File: src/hdl/crml_pkg.sv
// crml_pkg: constants, widths and helper functions for the controller range mapper
// no dependencies; imported by the divider, multiplier, square root, log2 and top-level modules
package crml_pkg;

    localparam int Z_W     = 26;  // normalized value, unsigned Q2.24
    localparam int MUL_A_W = 34;  // signed multiplicand of the serial multiplier
    localparam int MUL_B_W = 26;  // unsigned multiplier of the serial multiplier
    localparam int MUL_P_W = 61;  // signed product
    localparam int LOG_W   = 29;  // log2 result, unsigned Q5.24

    localparam logic [12:0] DIV_7BIT  = 13'd127;
    localparam logic [12:0] DIV_BEND  = 13'd8191;
    localparam logic [12:0] HALF_7BIT = 13'd63;
    localparam logic [12:0] HALF_BEND = 13'd4095;
    localparam logic [13:0] RAW_7BIT_MAX = 14'd127;

    localparam logic [1:0] REG_MAP_MODE    = 2'd0;
    localparam logic [1:0] REG_VALUE_SCALE = 2'd1;
    localparam logic [1:0] REG_LAG_COEF    = 2'd2;

    localparam logic signed [31:0] Q_MAX = 32'sh7FFF_FFFF;
    localparam logic signed [31:0] Q_MIN = 32'sh8000_0000;

    function automatic logic signed [31:0] sat32(input logic signed [61:0] v);
        logic signed [31:0] r;
        if (v > 62'(Q_MAX))
            r = Q_MAX;
        else if (v < 62'(Q_MIN))
            r = Q_MIN;
        else
            r = v[31:0];
        return r;
    endfunction

endpackage

File: src/hdl/crml_if.sv
// crml_if: valid/ready channel interfaces for input items and result items
// uses no package
interface crml_in_if;
    logic               valid;
    logic               ready;
    logic        [13:0] raw_value;
    logic signed [31:0] low_bound;
    logic signed [31:0] high_bound;

    modport source (output valid, raw_value, low_bound, high_bound, input ready);
    modport sink (input valid, raw_value, low_bound, high_bound, output ready);
endinterface

interface crml_out_if;
    logic               valid;
    logic               ready;
    logic signed [31:0] out_value;
    logic               domain_error;

    modport source (output valid, out_value, domain_error, input ready);
    modport sink (input valid, out_value, domain_error, output ready);
endinterface

File: src/hdl/crml_div.sv
// crml_div: bit-serial restoring divider, raw value by 127 or 8191 into Q2.24
// depends on crml_pkg
module crml_div (
    input  logic                      clk,
    input  logic                      rst_n,
    input  logic                      start,
    input  logic [13:0]               raw_value,
    input  logic                      value_scale,
    output logic                      done,
    output logic [crml_pkg::Z_W-1:0]  z
);
    import crml_pkg::*;

    localparam int NUM_W = 38;

    logic [NUM_W-1:0] num_reg, num_next;
    logic [12:0]      rem_reg, rem_next;
    logic [12:0]      dvs_reg, dvs_next;
    logic [Z_W-1:0]   q_reg, q_next;
    logic [5:0]       cnt_reg, cnt_next;
    logic             busy_reg, busy_next;
    logic             done_reg, done_next;
    logic [13:0]      raw_sat;
    logic [13:0]      trial;

    always_comb
    begin
        raw_sat = (!value_scale && raw_value > RAW_7BIT_MAX) ? RAW_7BIT_MAX : raw_value;
        trial = {rem_reg, num_reg[NUM_W-1]};
        num_next  = num_reg;
        rem_next  = rem_reg;
        dvs_next  = dvs_reg;
        q_next    = q_reg;
        cnt_next  = cnt_reg;
        busy_next = busy_reg;
        done_next = 1'b0;
        if (start)
        begin
            num_next  = {raw_sat, 24'd0} + {25'd0, (value_scale ? HALF_BEND : HALF_7BIT)};
            dvs_next  = value_scale ? DIV_BEND : DIV_7BIT;
            rem_next  = '0;
            q_next    = '0;
            cnt_next  = '0;
            busy_next = 1'b1;
        end
        else if (busy_reg)
        begin
            num_next = {num_reg[NUM_W-2:0], 1'b0};
            if (trial >= {1'b0, dvs_reg})
            begin
                rem_next = 13'(trial - {1'b0, dvs_reg});
                q_next   = {q_reg[Z_W-2:0], 1'b1};
            end
            else
            begin
                rem_next = trial[12:0];
                q_next   = {q_reg[Z_W-2:0], 1'b0};
            end
            cnt_next = cnt_reg + 6'd1;
            if (cnt_reg == 6'(NUM_W - 1))
            begin
                busy_next = 1'b0;
                done_next = 1'b1;
            end
        end
    end

    always_ff @(posedge clk or negedge rst_n)
    begin
        if (!rst_n)
        begin
            busy_reg <= 1'b0;
            done_reg <= 1'b0;
            cnt_reg  <= '0;
        end
        else
        begin
            busy_reg <= busy_next;
            done_reg <= done_next;
            cnt_reg  <= cnt_next;
        end
    end

    always_ff @(posedge clk)
    begin
        num_reg <= num_next;
        rem_reg <= rem_next;
        dvs_reg <= dvs_next;
        q_reg   <= q_next;
    end

    assign done = done_reg;
    assign z    = q_reg;

endmodule

File: src/hdl/crml_mul.sv
// crml_mul: bit-serial shift-add multiplier, signed multiplicand by unsigned multiplier
// depends on crml_pkg; takes 16 or 26 multiplier bits, one per cycle
module crml_mul (
    input  logic                                clk,
    input  logic                                rst_n,
    input  logic                                start,
    input  logic                                short_mode,
    input  logic signed [crml_pkg::MUL_A_W-1:0] a,
    input  logic        [crml_pkg::MUL_B_W-1:0] b,
    output logic                                done,
    output logic signed [crml_pkg::MUL_P_W-1:0] prod
);
    import crml_pkg::*;

    logic signed [MUL_P_W-1:0] acc_reg, acc_next;
    logic signed [MUL_A_W-1:0] a_reg, a_next;
    logic [MUL_B_W-1:0]        b_reg, b_next;
    logic [4:0]                cnt_reg, cnt_next;
    logic                      busy_reg, busy_next;
    logic                      done_reg, done_next;
    logic signed [MUL_P_W-1:0] a_ext;

    always_comb
    begin
        a_ext     = MUL_P_W'(a_reg);
        acc_next  = acc_reg;
        a_next    = a_reg;
        b_next    = b_reg;
        cnt_next  = cnt_reg;
        busy_next = busy_reg;
        done_next = 1'b0;
        if (start)
        begin
            acc_next  = '0;
            a_next    = a;
            // left-align a short multiplier so its msb sits on top
            b_next    = short_mode ? {b[15:0], (MUL_B_W - 16)'(0)} : b;
            cnt_next  = short_mode ? 5'd15 : 5'(MUL_B_W - 1);
            busy_next = 1'b1;
        end
        else if (busy_reg)
        begin
            acc_next = (acc_reg <<< 1) + (b_reg[MUL_B_W-1] ? a_ext : '0);
            b_next   = {b_reg[MUL_B_W-2:0], 1'b0};
            cnt_next = cnt_reg - 5'd1;
            if (cnt_reg == 5'd0)
            begin
                busy_next = 1'b0;
                done_next = 1'b1;
            end
        end
    end

    always_ff @(posedge clk or negedge rst_n)
    begin
        if (!rst_n)
        begin
            busy_reg <= 1'b0;
            done_reg <= 1'b0;
            cnt_reg  <= '0;
        end
        else
        begin
            busy_reg <= busy_next;
            done_reg <= done_next;
            cnt_reg  <= cnt_next;
        end
    end

    always_ff @(posedge clk)
    begin
        acc_reg <= acc_next;
        a_reg   <= a_next;
        b_reg   <= b_next;
    end

    assign done = done_reg;
    assign prod = acc_reg;

endmodule

File: src/hdl/crml_sqrt.sv
// crml_sqrt: digit-serial integer square root, two radicand bits per cycle
// depends on crml_pkg; 64-bit radicand, 32-bit floor root
module crml_sqrt (
    input  logic        clk,
    input  logic        rst_n,
    input  logic        start,
    input  logic [63:0] rad,
    output logic        done,
    output logic [31:0] root
);
    import crml_pkg::*;

    logic [63:0] rad_reg, rad_next;
    logic [33:0] rem_reg, rem_next;
    logic [31:0] root_reg, root_next;
    logic [4:0]  cnt_reg, cnt_next;
    logic        busy_reg, busy_next;
    logic        done_reg, done_next;
    logic [35:0] t;
    logic [35:0] trial;

    always_comb
    begin
        t     = {rem_reg, rad_reg[63:62]};
        trial = {2'b00, root_reg, 2'b01};
        rad_next  = rad_reg;
        rem_next  = rem_reg;
        root_next = root_reg;
        cnt_next  = cnt_reg;
        busy_next = busy_reg;
        done_next = 1'b0;
        if (start)
        begin
            rad_next  = rad;
            rem_next  = '0;
            root_next = '0;
            cnt_next  = 5'd31;
            busy_next = 1'b1;
        end
        else if (busy_reg)
        begin
            rad_next = {rad_reg[61:0], 2'b00};
            if (t >= trial)
            begin
                rem_next  = 34'(t - trial);
                root_next = {root_reg[30:0], 1'b1};
            end
            else
            begin
                rem_next  = t[33:0];
                root_next = {root_reg[30:0], 1'b0};
            end
            cnt_next = cnt_reg - 5'd1;
            if (cnt_reg == 5'd0)
            begin
                busy_next = 1'b0;
                done_next = 1'b1;
            end
        end
    end

    always_ff @(posedge clk or negedge rst_n)
    begin
        if (!rst_n)
        begin
            busy_reg <= 1'b0;
            done_reg <= 1'b0;
            cnt_reg  <= '0;
        end
        else
        begin
            busy_reg <= busy_next;
            done_reg <= done_next;
            cnt_reg  <= cnt_next;
        end
    end

    always_ff @(posedge clk)
    begin
        rad_reg  <= rad_next;
        rem_reg  <= rem_next;
        root_reg <= root_next;
    end

    assign done = done_reg;
    assign root = root_reg;

endmodule

File: src/hdl/crml_log2.sv
// crml_log2: log2 of a positive Q16.16 word plus 16, in Q5.24, one fraction bit per squaring
// depends on crml_pkg; normalizes one bit a cycle, then 24 square-and-test steps
module crml_log2 (
    input  logic                             clk,
    input  logic                             rst_n,
    input  logic                             start,
    input  logic [30:0]                      v,
    output logic                             done,
    output logic [crml_pkg::LOG_W-1:0]       l
);
    import crml_pkg::*;

    typedef enum logic [1:0] {L_IDLE, L_NORM, L_MUL, L_STEP} log_state_t;

    log_state_t  state_reg;
    logic [31:0] x_reg;
    logic [4:0]  top_reg;
    logic [23:0] frac_reg;
    logic [4:0]  cnt_reg;
    logic [61:0] prod_reg;
    logic        done_reg;
    logic [31:0] p;

    assign p = prod_reg[61:30];

    always_ff @(posedge clk or negedge rst_n)
    begin
        if (!rst_n)
        begin
            state_reg <= L_IDLE;
            done_reg  <= 1'b0;
            x_reg     <= '0;
            top_reg   <= '0;
            frac_reg  <= '0;
            cnt_reg   <= '0;
            prod_reg  <= '0;
        end
        else
        begin
            done_reg <= 1'b0;
            case (state_reg)
                L_IDLE:
                begin
                    if (start)
                    begin
                        x_reg     <= {1'b0, v};
                        top_reg   <= 5'd30;
                        frac_reg  <= '0;
                        cnt_reg   <= '0;
                        state_reg <= L_NORM;
                    end
                end
                L_NORM:
                begin
                    if (x_reg[30])
                        state_reg <= L_MUL;
                    else
                    begin
                        x_reg   <= {x_reg[30:0], 1'b0};
                        top_reg <= top_reg - 5'd1;
                    end
                end
                L_MUL:
                begin
                    prod_reg  <= 62'(x_reg[30:0]) * 62'(x_reg[30:0]);
                    state_reg <= L_STEP;
                end
                L_STEP:
                begin
                    // square reached 2 or more: fraction bit is one, halve back
                    frac_reg <= {frac_reg[22:0], p[31]};
                    x_reg    <= p[31] ? {1'b0, p[31:1]} : p;
                    cnt_reg  <= cnt_reg + 5'd1;
                    if (cnt_reg == 5'd23)
                    begin
                        done_reg  <= 1'b1;
                        state_reg <= L_IDLE;
                    end
                    else
                        state_reg <= L_MUL;
                end
                default:
                    state_reg <= L_IDLE;
            endcase
        end
    end

    assign done = done_reg;
    assign l    = {top_reg, frac_reg};

endmodule

File: src/hdl/controller_range_map_lag.sv
// controller range mapper with one-pole lag, one result item per input item
// linear mode: divide, map multiply, then lag multiply and output
// exponential mode: divide, log2 of both bounds, multiply, up to 24 serial square roots, shift, lag multiply
// one item at a time: the next item is taken after this one reaches the output register
// reset clears the configuration registers, the lag memory and the output valid
module controller_range_map_lag (
    input  logic              clk,
    input  logic              rst_n,
    input  logic              cfg_write,
    input  logic [1:0]        cfg_index,
    input  logic [15:0]       cfg_data,
    crml_in_if.sink           in_ch,
    crml_out_if.source        out_ch
);
    import crml_pkg::*;

    typedef enum logic [3:0] {
        S_IDLE, S_DIV, S_LMUL, S_LOGLO, S_LOGHI, S_EMUL,
        S_EXPB, S_EXPW, S_EXPSH, S_LAGS, S_LAGW, S_DONE
    } state_t;

    state_t             state_reg;
    logic               map_mode_reg;
    logic               value_scale_reg;
    logic [15:0]        lag_coef_reg;

    logic [13:0]        raw_reg;
    logic signed [31:0] lo_reg, hi_reg;
    logic [Z_W-1:0]     z_reg;
    logic [LOG_W-1:0]   llo_reg;
    logic [23:0]        f_reg;
    logic signed [7:0]  ip_reg;
    logic [4:0]         bit_reg;
    logic [31:0]        r_reg;
    logic [5:0]         sh_reg;
    logic signed [31:0] y0_reg;
    logic               err_reg;
    logic signed [31:0] lag_mem_reg;
    logic signed [31:0] res_reg;

    logic               out_valid_reg;
    logic signed [31:0] out_value_reg;
    logic               out_err_reg;

    logic               div_start_reg, mul_start_reg, log_start_reg, sqrt_start_reg;
    logic               mul_short_reg;
    logic signed [MUL_A_W-1:0] mul_a_reg;
    logic [MUL_B_W-1:0] mul_b_reg;
    logic [30:0]        log_v_reg;
    logic [63:0]        sqrt_rad_reg;

    logic               div_done, mul_done, log_done, sqrt_done;
    logic [Z_W-1:0]     div_z;
    logic signed [MUL_P_W-1:0] prod;
    logic [LOG_W-1:0]   log_l;
    logic [31:0]        sqrt_root;

    logic signed [MUL_P_W-1:0] rnd24, rnd16;
    logic signed [31:0] lin_y0;
    logic signed [31:0] e_val;
    logic signed [7:0]  ip_val;
    logic signed [8:0]  s_val;
    logic signed [31:0] lag_y;
    logic [32:0]        r_sel;

    crml_div u_div (
        .clk         (clk),
        .rst_n       (rst_n),
        .start       (div_start_reg),
        .raw_value   (raw_reg),
        .value_scale (value_scale_reg),
        .done        (div_done),
        .z           (div_z)
    );

    crml_mul u_mul (
        .clk        (clk),
        .rst_n      (rst_n),
        .start      (mul_start_reg),
        .short_mode (mul_short_reg),
        .a          (mul_a_reg),
        .b          (mul_b_reg),
        .done       (mul_done),
        .prod       (prod)
    );

    crml_log2 u_log (
        .clk   (clk),
        .rst_n (rst_n),
        .start (log_start_reg),
        .v     (log_v_reg),
        .done  (log_done),
        .l     (log_l)
    );

    crml_sqrt u_sqrt (
        .clk   (clk),
        .rst_n (rst_n),
        .start (sqrt_start_reg),
        .rad   (sqrt_rad_reg),
        .done  (sqrt_done),
        .root  (sqrt_root)
    );

    always_comb
    begin
        rnd24  = (prod + (MUL_P_W'(1) <<< 23)) >>> 24;
        rnd16  = (prod + (MUL_P_W'(1) <<< 15)) >>> 16;
        lin_y0 = sat32(62'(lo_reg) + 62'(rnd24));
        e_val  = $signed({3'b000, llo_reg}) + 32'(rnd24);
        ip_val = e_val[31:24];
        s_val  = 9'sd30 - 9'(ip_val);
        lag_y  = sat32(62'(y0_reg) + 62'(rnd16));
        // next mantissa bit set: double before the root
        r_sel  = f_reg[0] ? {r_reg, 1'b0} : {1'b0, r_reg};
    end

    always_ff @(posedge clk or negedge rst_n)
    begin
        if (!rst_n)
        begin
            map_mode_reg    <= 1'b0;
            value_scale_reg <= 1'b0;
            lag_coef_reg    <= '0;
        end
        else if (cfg_write)
        begin
            case (cfg_index)
                REG_MAP_MODE:    map_mode_reg    <= cfg_data[0];
                REG_VALUE_SCALE: value_scale_reg <= cfg_data[0];
                REG_LAG_COEF:    lag_coef_reg    <= cfg_data;
                default:         ;
            endcase
        end
    end

    always_ff @(posedge clk or negedge rst_n)
    begin
        if (!rst_n)
        begin
            state_reg      <= S_IDLE;
            div_start_reg  <= 1'b0;
            mul_start_reg  <= 1'b0;
            log_start_reg  <= 1'b0;
            sqrt_start_reg <= 1'b0;
            mul_short_reg  <= 1'b0;
            mul_a_reg      <= '0;
            mul_b_reg      <= '0;
            log_v_reg      <= '0;
            sqrt_rad_reg   <= '0;
            raw_reg        <= '0;
            lo_reg         <= '0;
            hi_reg         <= '0;
            z_reg          <= '0;
            llo_reg        <= '0;
            f_reg          <= '0;
            ip_reg         <= '0;
            bit_reg        <= '0;
            r_reg          <= '0;
            sh_reg         <= '0;
            y0_reg         <= '0;
            err_reg        <= 1'b0;
            lag_mem_reg    <= '0;
            res_reg        <= '0;
            out_valid_reg  <= 1'b0;
            out_value_reg  <= '0;
            out_err_reg    <= 1'b0;
        end
        else
        begin
            div_start_reg  <= 1'b0;
            mul_start_reg  <= 1'b0;
            log_start_reg  <= 1'b0;
            sqrt_start_reg <= 1'b0;
            if (out_valid_reg && out_ch.ready)
                out_valid_reg <= 1'b0;

            case (state_reg)
                S_IDLE:
                begin
                    if (in_ch.valid)
                    begin
                        raw_reg       <= in_ch.raw_value;
                        lo_reg        <= in_ch.low_bound;
                        hi_reg        <= in_ch.high_bound;
                        err_reg       <= 1'b0;
                        div_start_reg <= 1'b1;
                        state_reg     <= S_DIV;
                    end
                end
                S_DIV:
                begin
                    if (div_done)
                    begin
                        z_reg <= div_z;
                        if (!map_mode_reg)
                        begin
                            mul_a_reg     <= MUL_A_W'(hi_reg) - MUL_A_W'(lo_reg);
                            mul_b_reg     <= div_z;
                            mul_short_reg <= 1'b0;
                            mul_start_reg <= 1'b1;
                            state_reg     <= S_LMUL;
                        end
                        else if (lo_reg <= 0 || hi_reg <= 0)
                        begin
                            err_reg   <= 1'b1;
                            y0_reg    <= lo_reg;
                            state_reg <= S_LAGS;
                        end
                        else if (div_z == '0)
                        begin
                            y0_reg    <= lo_reg;
                            state_reg <= S_LAGS;
                        end
                        else
                        begin
                            log_v_reg     <= lo_reg[30:0];
                            log_start_reg <= 1'b1;
                            state_reg     <= S_LOGLO;
                        end
                    end
                end
                S_LMUL:
                begin
                    if (mul_done)
                    begin
                        y0_reg    <= lin_y0;
                        state_reg <= S_LAGS;
                    end
                end
                S_LOGLO:
                begin
                    if (log_done)
                    begin
                        llo_reg       <= log_l;
                        log_v_reg     <= hi_reg[30:0];
                        log_start_reg <= 1'b1;
                        state_reg     <= S_LOGHI;
                    end
                end
                S_LOGHI:
                begin
                    if (log_done)
                    begin
                        mul_a_reg     <= MUL_A_W'({1'b0, log_l}) - MUL_A_W'({1'b0, llo_reg});
                        mul_b_reg     <= z_reg;
                        mul_short_reg <= 1'b0;
                        mul_start_reg <= 1'b1;
                        state_reg     <= S_EMUL;
                    end
                end
                S_EMUL:
                begin
                    if (mul_done)
                    begin
                        if (ip_val >= 8'sd31)
                        begin
                            y0_reg    <= Q_MAX;
                            state_reg <= S_LAGS;
                        end
                        else
                        begin
                            f_reg     <= e_val[23:0];
                            ip_reg    <= ip_val;
                            r_reg     <= 32'h4000_0000;
                            bit_reg   <= '0;
                            state_reg <= S_EXPB;
                        end
                    end
                end
                S_EXPB:
                begin
                    sqrt_rad_reg   <= {1'b0, r_sel, 30'd0};
                    sqrt_start_reg <= 1'b1;
                    f_reg          <= {1'b0, f_reg[23:1]};
                    state_reg      <= S_EXPW;
                end
                S_EXPW:
                begin
                    if (sqrt_done)
                    begin
                        r_reg   <= sqrt_root;
                        bit_reg <= bit_reg + 5'd1;
                        if (bit_reg == 5'd23)
                        begin
                            if (ip_reg == 8'sd30)
                            begin
                                y0_reg    <= sqrt_root;
                                state_reg <= S_LAGS;
                            end
                            else
                            begin
                                // shifts beyond 32 leave zero anyway
                                sh_reg    <= (s_val > 9'sd33) ? 6'd32 : 6'(s_val - 9'sd1);
                                state_reg <= S_EXPSH;
                            end
                        end
                        else
                            state_reg <= S_EXPB;
                    end
                end
                S_EXPSH:
                begin
                    if (sh_reg != '0)
                    begin
                        r_reg  <= {1'b0, r_reg[31:1]};
                        sh_reg <= sh_reg - 6'd1;
                    end
                    else
                    begin
                        // last step rounds half up
                        y0_reg    <= $signed(32'((33'(r_reg) + 33'd1) >> 1));
                        state_reg <= S_LAGS;
                    end
                end
                S_LAGS:
                begin
                    mul_a_reg     <= MUL_A_W'(lag_mem_reg) - MUL_A_W'(y0_reg);
                    mul_b_reg     <= MUL_B_W'(lag_coef_reg);
                    mul_short_reg <= 1'b1;
                    mul_start_reg <= 1'b1;
                    state_reg     <= S_LAGW;
                end
                S_LAGW:
                begin
                    if (mul_done)
                    begin
                        lag_mem_reg <= lag_y;
                        res_reg     <= lag_y;
                        state_reg   <= S_DONE;
                    end
                end
                S_DONE:
                begin
                    if (!out_valid_reg || out_ch.ready)
                    begin
                        out_valid_reg <= 1'b1;
                        out_value_reg <= res_reg;
                        out_err_reg   <= err_reg;
                        state_reg     <= S_IDLE;
                    end
                end
                default:
                    state_reg <= S_IDLE;
            endcase
        end
    end

    assign in_ch.ready         = (state_reg == S_IDLE);
    assign out_ch.valid        = out_valid_reg;
    assign out_ch.out_value    = out_value_reg;
    assign out_ch.domain_error = out_err_reg;

endmodule

File: src/flat_wrapper.sv
// flat-port wrapper written by rule: the top's interface ports become plain ports
module controller_range_map_lag_flat import crml_pkg::*;
  (clk, rst_n, cfg_write, cfg_index, cfg_data, in_ch_valid, in_ch_raw_value, in_ch_low_bound, in_ch_high_bound, in_ch_ready, out_ch_valid, out_ch_out_value, out_ch_domain_error, out_ch_ready);
  crml_in_if in_ch_i ();
  crml_out_if out_ch_i ();
  input  logic clk;
  input  logic rst_n;
  input  logic cfg_write;
  input  logic [1:0] cfg_index;
  input  logic [15:0] cfg_data;
  input wire logic [$bits(in_ch_i.valid)-1:0] in_ch_valid;
  input wire logic [$bits(in_ch_i.raw_value)-1:0] in_ch_raw_value;
  input wire logic [$bits(in_ch_i.low_bound)-1:0] in_ch_low_bound;
  input wire logic [$bits(in_ch_i.high_bound)-1:0] in_ch_high_bound;
  output wire logic [$bits(in_ch_i.ready)-1:0] in_ch_ready;
  output wire logic [$bits(out_ch_i.valid)-1:0] out_ch_valid;
  output wire logic [$bits(out_ch_i.out_value)-1:0] out_ch_out_value;
  output wire logic [$bits(out_ch_i.domain_error)-1:0] out_ch_domain_error;
  input wire logic [$bits(out_ch_i.ready)-1:0] out_ch_ready;
  assign in_ch_i.valid = in_ch_valid;
  assign in_ch_i.raw_value = in_ch_raw_value;
  assign in_ch_i.low_bound = in_ch_low_bound;
  assign in_ch_i.high_bound = in_ch_high_bound;
  assign in_ch_ready = in_ch_i.ready;
  assign out_ch_valid = out_ch_i.valid;
  assign out_ch_out_value = out_ch_i.out_value;
  assign out_ch_domain_error = out_ch_i.domain_error;
  assign out_ch_i.ready = out_ch_ready;
  controller_range_map_lag u_core (.clk(clk), .rst_n(rst_n), .cfg_write(cfg_write), .cfg_index(cfg_index), .cfg_data(cfg_data), .in_ch(in_ch_i), .out_ch(out_ch_i));
endmodule
File: config.mk
export PLATFORM = sky130hd
export DESIGN_NAME = controller_range_map_lag_flat
export DESIGN_NICKNAME = d
export VERILOG_FILES = /design/src/hdl/crml_pkg.sv /design/src/hdl/crml_if.sv /design/src/hdl/crml_div.sv /design/src/hdl/crml_mul.sv /design/src/hdl/crml_sqrt.sv /design/src/hdl/crml_log2.sv /design/src/hdl/controller_range_map_lag.sv /design/src/flat_wrapper.sv
export SDC_FILE = /design/constraint.sdc
export NUM_CORES = 2
export LEC_CHECK = 0
export ABC_AREA = 1
export BUFFER_PORTS_ARGS = -buffer_cell sky130_fd_sc_hd__buf_2
export CAP_MARGIN = 20
export CORE_MARGIN = 4
export CORE_UTILIZATION = 39
export CTS_BUF_LIST = sky130_fd_sc_hd__clkbuf_4
export CTS_CLUSTER_SIZE = 8
export DETAILED_ROUTE_END_ITERATION = 10
export PLACE_DENSITY = 0.64
export SLEW_MARGIN = 15
export SYNTH_ARGS = -nofsm -noshare
export SYNTH_HDL_FRONTEND = slang
export SYNTH_HIERARCHICAL = 1
export SYNTH_SLANG_ARGS = --single-unit
export TNS_END_PERCENT = 5
File: constraint.sdc
create_clock -name clk -period 9.2 [get_ports clk]
set_input_delay 1.84 -clock clk [delete_from_list [all_inputs] [get_ports clk]]
set_output_delay 1.84 -clock clk [all_outputs]
set_load 0.02 [all_outputs]
==> flow_metrics.env <==
export IMPL_worstPathMaxFanout=19
export IMPL_final_area_mm2=0.0994
export IMPL_synth_distinct_cells=81
export IMPL_path_class="reg -> reg"
export IMPL_rsz0062_at_grt="false"
export IMPL_worstSkewPairLatency_ps=1350
export IMPL_met2_usage_pct=42.9
export IMPL_grt_use_met3_pct=3.75
export IMPL_crit_path_end_kind="flip-flop"
export IMPL_area_delta_synth_final_pct=8.04
export IMPL_routedWlPerCell_um=19.7
export IMPL_finalWeightedCongestion=1.03
export IMPL_r2r_slack_ps=1430
export IMPL_hold_ws_ps=400
export IMPL_seq_area_frac_synth_pct=24.7
export IMPL_hold_buffers=0
export IMPL_max_slew_margin_pct=17.8
export IMPL_wirelength_um=323000
export IMPL_max_freq_mhz=129
export IMPL_port_buffers=135
export IMPL_r2r_start="u_core/u_log/x_reg[18]$_DFFE_PN0P_"
export IMPL_reg2regPathDepth=28
export IMPL_maxSlewViolCount=0
export IMPL_track_usage_pct=26.3
export IMPL_status="complete, no violations"
export IMPL_cts_sinks=908
export IMPL_finalCritPeriodShare_pct=84.4
export IMPL_crit_start="u_core/u_log/x_reg[18]$_DFFE_PN0P_"
export IMPL_drt_pass1_iterations=6
export IMPL_ff_latch_area_mm2=0.0227
export IMPL_grt_max_degree=159
export IMPL_timing_rr_end="u_core/u_log/prod_reg[57]$_DFFE_PN0P_"
export IMPL_slowest_stage="dfrtp_1"
export IMPL_ys_flop_type="dfrtp_1"
export IMPL_post_cts_buffers=0
export IMPL_overflow=0
export IMPL_avgViaCountPerCell=5.09
export IMPL_root_buffer="clkbuf_4"
export IMPL_coreArea_mm2=0.235
export IMPL_synth_area_mm2=0.0920
export IMPL_cp_arrival_ps=8960
export IMPL_row_count=178
export IMPL_fin_skew_ps=114
export IMPL_initial_utilization_pct=39.2
export IMPL_multi_input_area_mm2=0.0579
export IMPL_ys_ff_latch=908
export IMPL_maxCapViolCount=0
export IMPL_grtUsageMet1_pct=34.0
export IMPL_dieArea_mm2=0.244
export IMPL_grt_pass1_vias=83100
export IMPL_hold_viol=0
export IMPL_place_hpwl_um=261000
export IMPL_die_w_um=494
export IMPL_max_clock_path_buffers=4
export IMPL_grt_busiest_layer="met2"
export IMPL_placed_area_mm2=0.0959
export IMPL_cts_repair_resized=0
export IMPL_vias=83400
export IMPL_synth_area_per_cell_um2=7.15
export IMPL_irDropWorstVdd_v=0.000202
export IMPL_postSynth_asyncResetShare_pct=63.8
export IMPL_critPathRequiredTime_ps=10390
export IMPL_netlist_instances=12900
export IMPL_drc_errors=0
export IMPL_cp_start_kind="flip-flop"
export IMPL_cts_buffers=283
export IMPL_crit_end="u_core/u_log/prod_reg[57]$_DFFE_PN0P_"
export IMPL_drtIter0Drc=6932
export IMPL_io_pins=136
export IMPL_htree_num_levels=5
export IMPL_finalCriticalPeriod_ps=7770
export IMPL_final_setup_tns_ps=0
export IMPL_max_stage_delay_ps=830
export IMPL_cp_common_cell="nand2_1"
export IMPL_hold_class="reg -> reg"
export IMPL_clk_pin_slew_ps=60
export IMPL_tightest_slew_ps=1230
export IMPL_n_fill_cell=24800
export IMPL_largest_reg_flops=64
export IMPL_power_density_mw_per_mm2=251
export IMPL_yosysWarnings=6
export IMPL_nets=14500
export IMPL_cts_tree="built"
export IMPL_grt_pass1_wl_um=495000
export IMPL_drive_gt1_share_pct=6.83
export IMPL_ant_nets=0
export IMPL_die_y_um=494
export IMPL_synth_edf_count=163
export IMPL_power_leakage_nw=54.5
export IMPL_antenna_found_initial=12
export IMPL_setup_viol=0
-- cell usage in the layout, fill, tap and decap left out, types with 24 or more instances in the layout --
master and count:
a21oi_1 674, a21oi_2 27, a31oi_1 69, buf_2 134
buf_4 94, clkbuf_4 404, clkinv_1 55, conb_1 31
dfrtp_1 577, dfxtp_1 166, edfxtp_1 163, fa_1 768
ha_1 563, inv_1 2618, nand2_1 3631, nand2_2 37
nand3_1 533, nand3b_1 25, nand4_1 83, nor2_1 928
nor2_2 36, nor3_1 124, nor4_1 45, o211ai_1 39
o21a_1 24, o21ai_0 615, o21ai_1 27, o21bai_1 50
o22ai_1 112, or2_2 44, xnor2_1 93, xor2_1 155
-- cells in the mapped netlist, types with 112 or more instances --
cell type,n,area (µm²)
ha_1,563,7040
dfrtp_1,579,14500
edfxtp_1,163,4890
inv_1,2620,9830
nor2_1,936,3510
nand2_1,3633,13600
o22ai_1,112,701
nor3_1,124,621
a21oi_1,674,3370
clkbuf_1,274,1030
dfxtp_1,166,3320
xor2_1,155,1360
fa_1,768,15400
nand3_1,534,2670
o21ai_0,615,3080
-- cell families (layout without fill, tap and decap cells) --
kind of cell               count (synthesis)  in the layout  synth area share (%)
xor gates and xnor gates                 248            248                  2.36
and+or+nand+nor                         5578           5578                  25.0
DFF                                      908            908                  24.7
buffers and inverters                   3012           3352                  12.6
muxes                                      8              8                0.0925
adders and majority gates               1331           1331                  24.4
AOI/OAI and AO/OA                       1784           1784                  10.9
other                                      1             40               0.00408
-- worst min-delay path by stage --
stage,cells past startpoint,start,slack (ps),to
after floorplan,0,u_core/mul_a_reg[29]$_DFFE_PN0P_,420,u_core/u_mul/a_reg[29]$_DFFE_PP_
after global placement,0,u_core/mul_a_reg[24]$_DFFE_PN0P_,430,u_core/u_mul/a_reg[24]$_DFFE_PP_
after detailed placement,0,u_core/mul_a_reg[28]$_DFFE_PN0P_,430,u_core/u_mul/a_reg[28]$_DFFE_PP_
after CTS,0,u_core/mul_a_reg[17]$_DFFE_PN0P_,400,u_core/u_mul/a_reg[17]$_DFFE_PP_
after global routing,0,u_core/mul_a_reg[17]$_DFFE_PN0P_,410,u_core/u_mul/a_reg[17]$_DFFE_PP_
final,0,u_core/mul_a_reg[31]$_DFFE_PN0P_,400,u_core/u_mul/a_reg[31]$_DFFE_PP_
-- metrics by stage --
step / setup WS, ps / utilization (%) / total power, mW / std cells
after floorplan: 2560 / - / 15.9 / 12900
after global placement: 1540 / 40.8 / 20.6 / 15900
after detailed placement: 1470 / 40.8 / 20.6 / 15900
after CTS: 1440 / 42.3 / 24.8 / 16400
after global routing: 1050 / 42.3 / 26.8 / 16400
final: 1430 / 42.3 / 24.9 / 16400
-- power breakdown --
group,switching [mW],internal [mW],leakage (nW)
registers,1.31,5.38,10.5
logic,9.96,4.26,42.0
clock network,1.90,2.12,2.05
total,13.2,11.8,54.5
-- metal layers --
metal	share of wire (%)	vias up
met2	46	2804
li1	-	40400
met4	5.9	4
met1	42	39500
met5	0.0071	-
met3	6.2	666
-- worst max-delay path, delay by kind of cell (launching register included) --
| kind | cells | cell delay (ps) |
|---|---|---|
| AND/OR/NAND/NOR | 12 | 1570 |
| adder cells (fa/ha/maj) | 9 | 4160 |
| buffers and inverters | 5 | 660 |
| AO/OA/AOI/OAI | 1 | 170 |
| flip-flops | 1 | 830 |
| XOR/XNOR | 1 | 200 |
-- layout make-up --
cell class,count,area share (%)
Tap cell,3150,3.96
Antenna cell,9,0.0227
Timing Repair Buffer,235,1.52
Sequential cell,908,22.8
Clock inverter,69,0.380
Multi-Input combinational cell,8980,58.2
Inverter,2644,9.99
Clock buffer,404,3.05
Note: power is estimated with default switching activity, not from simulation.
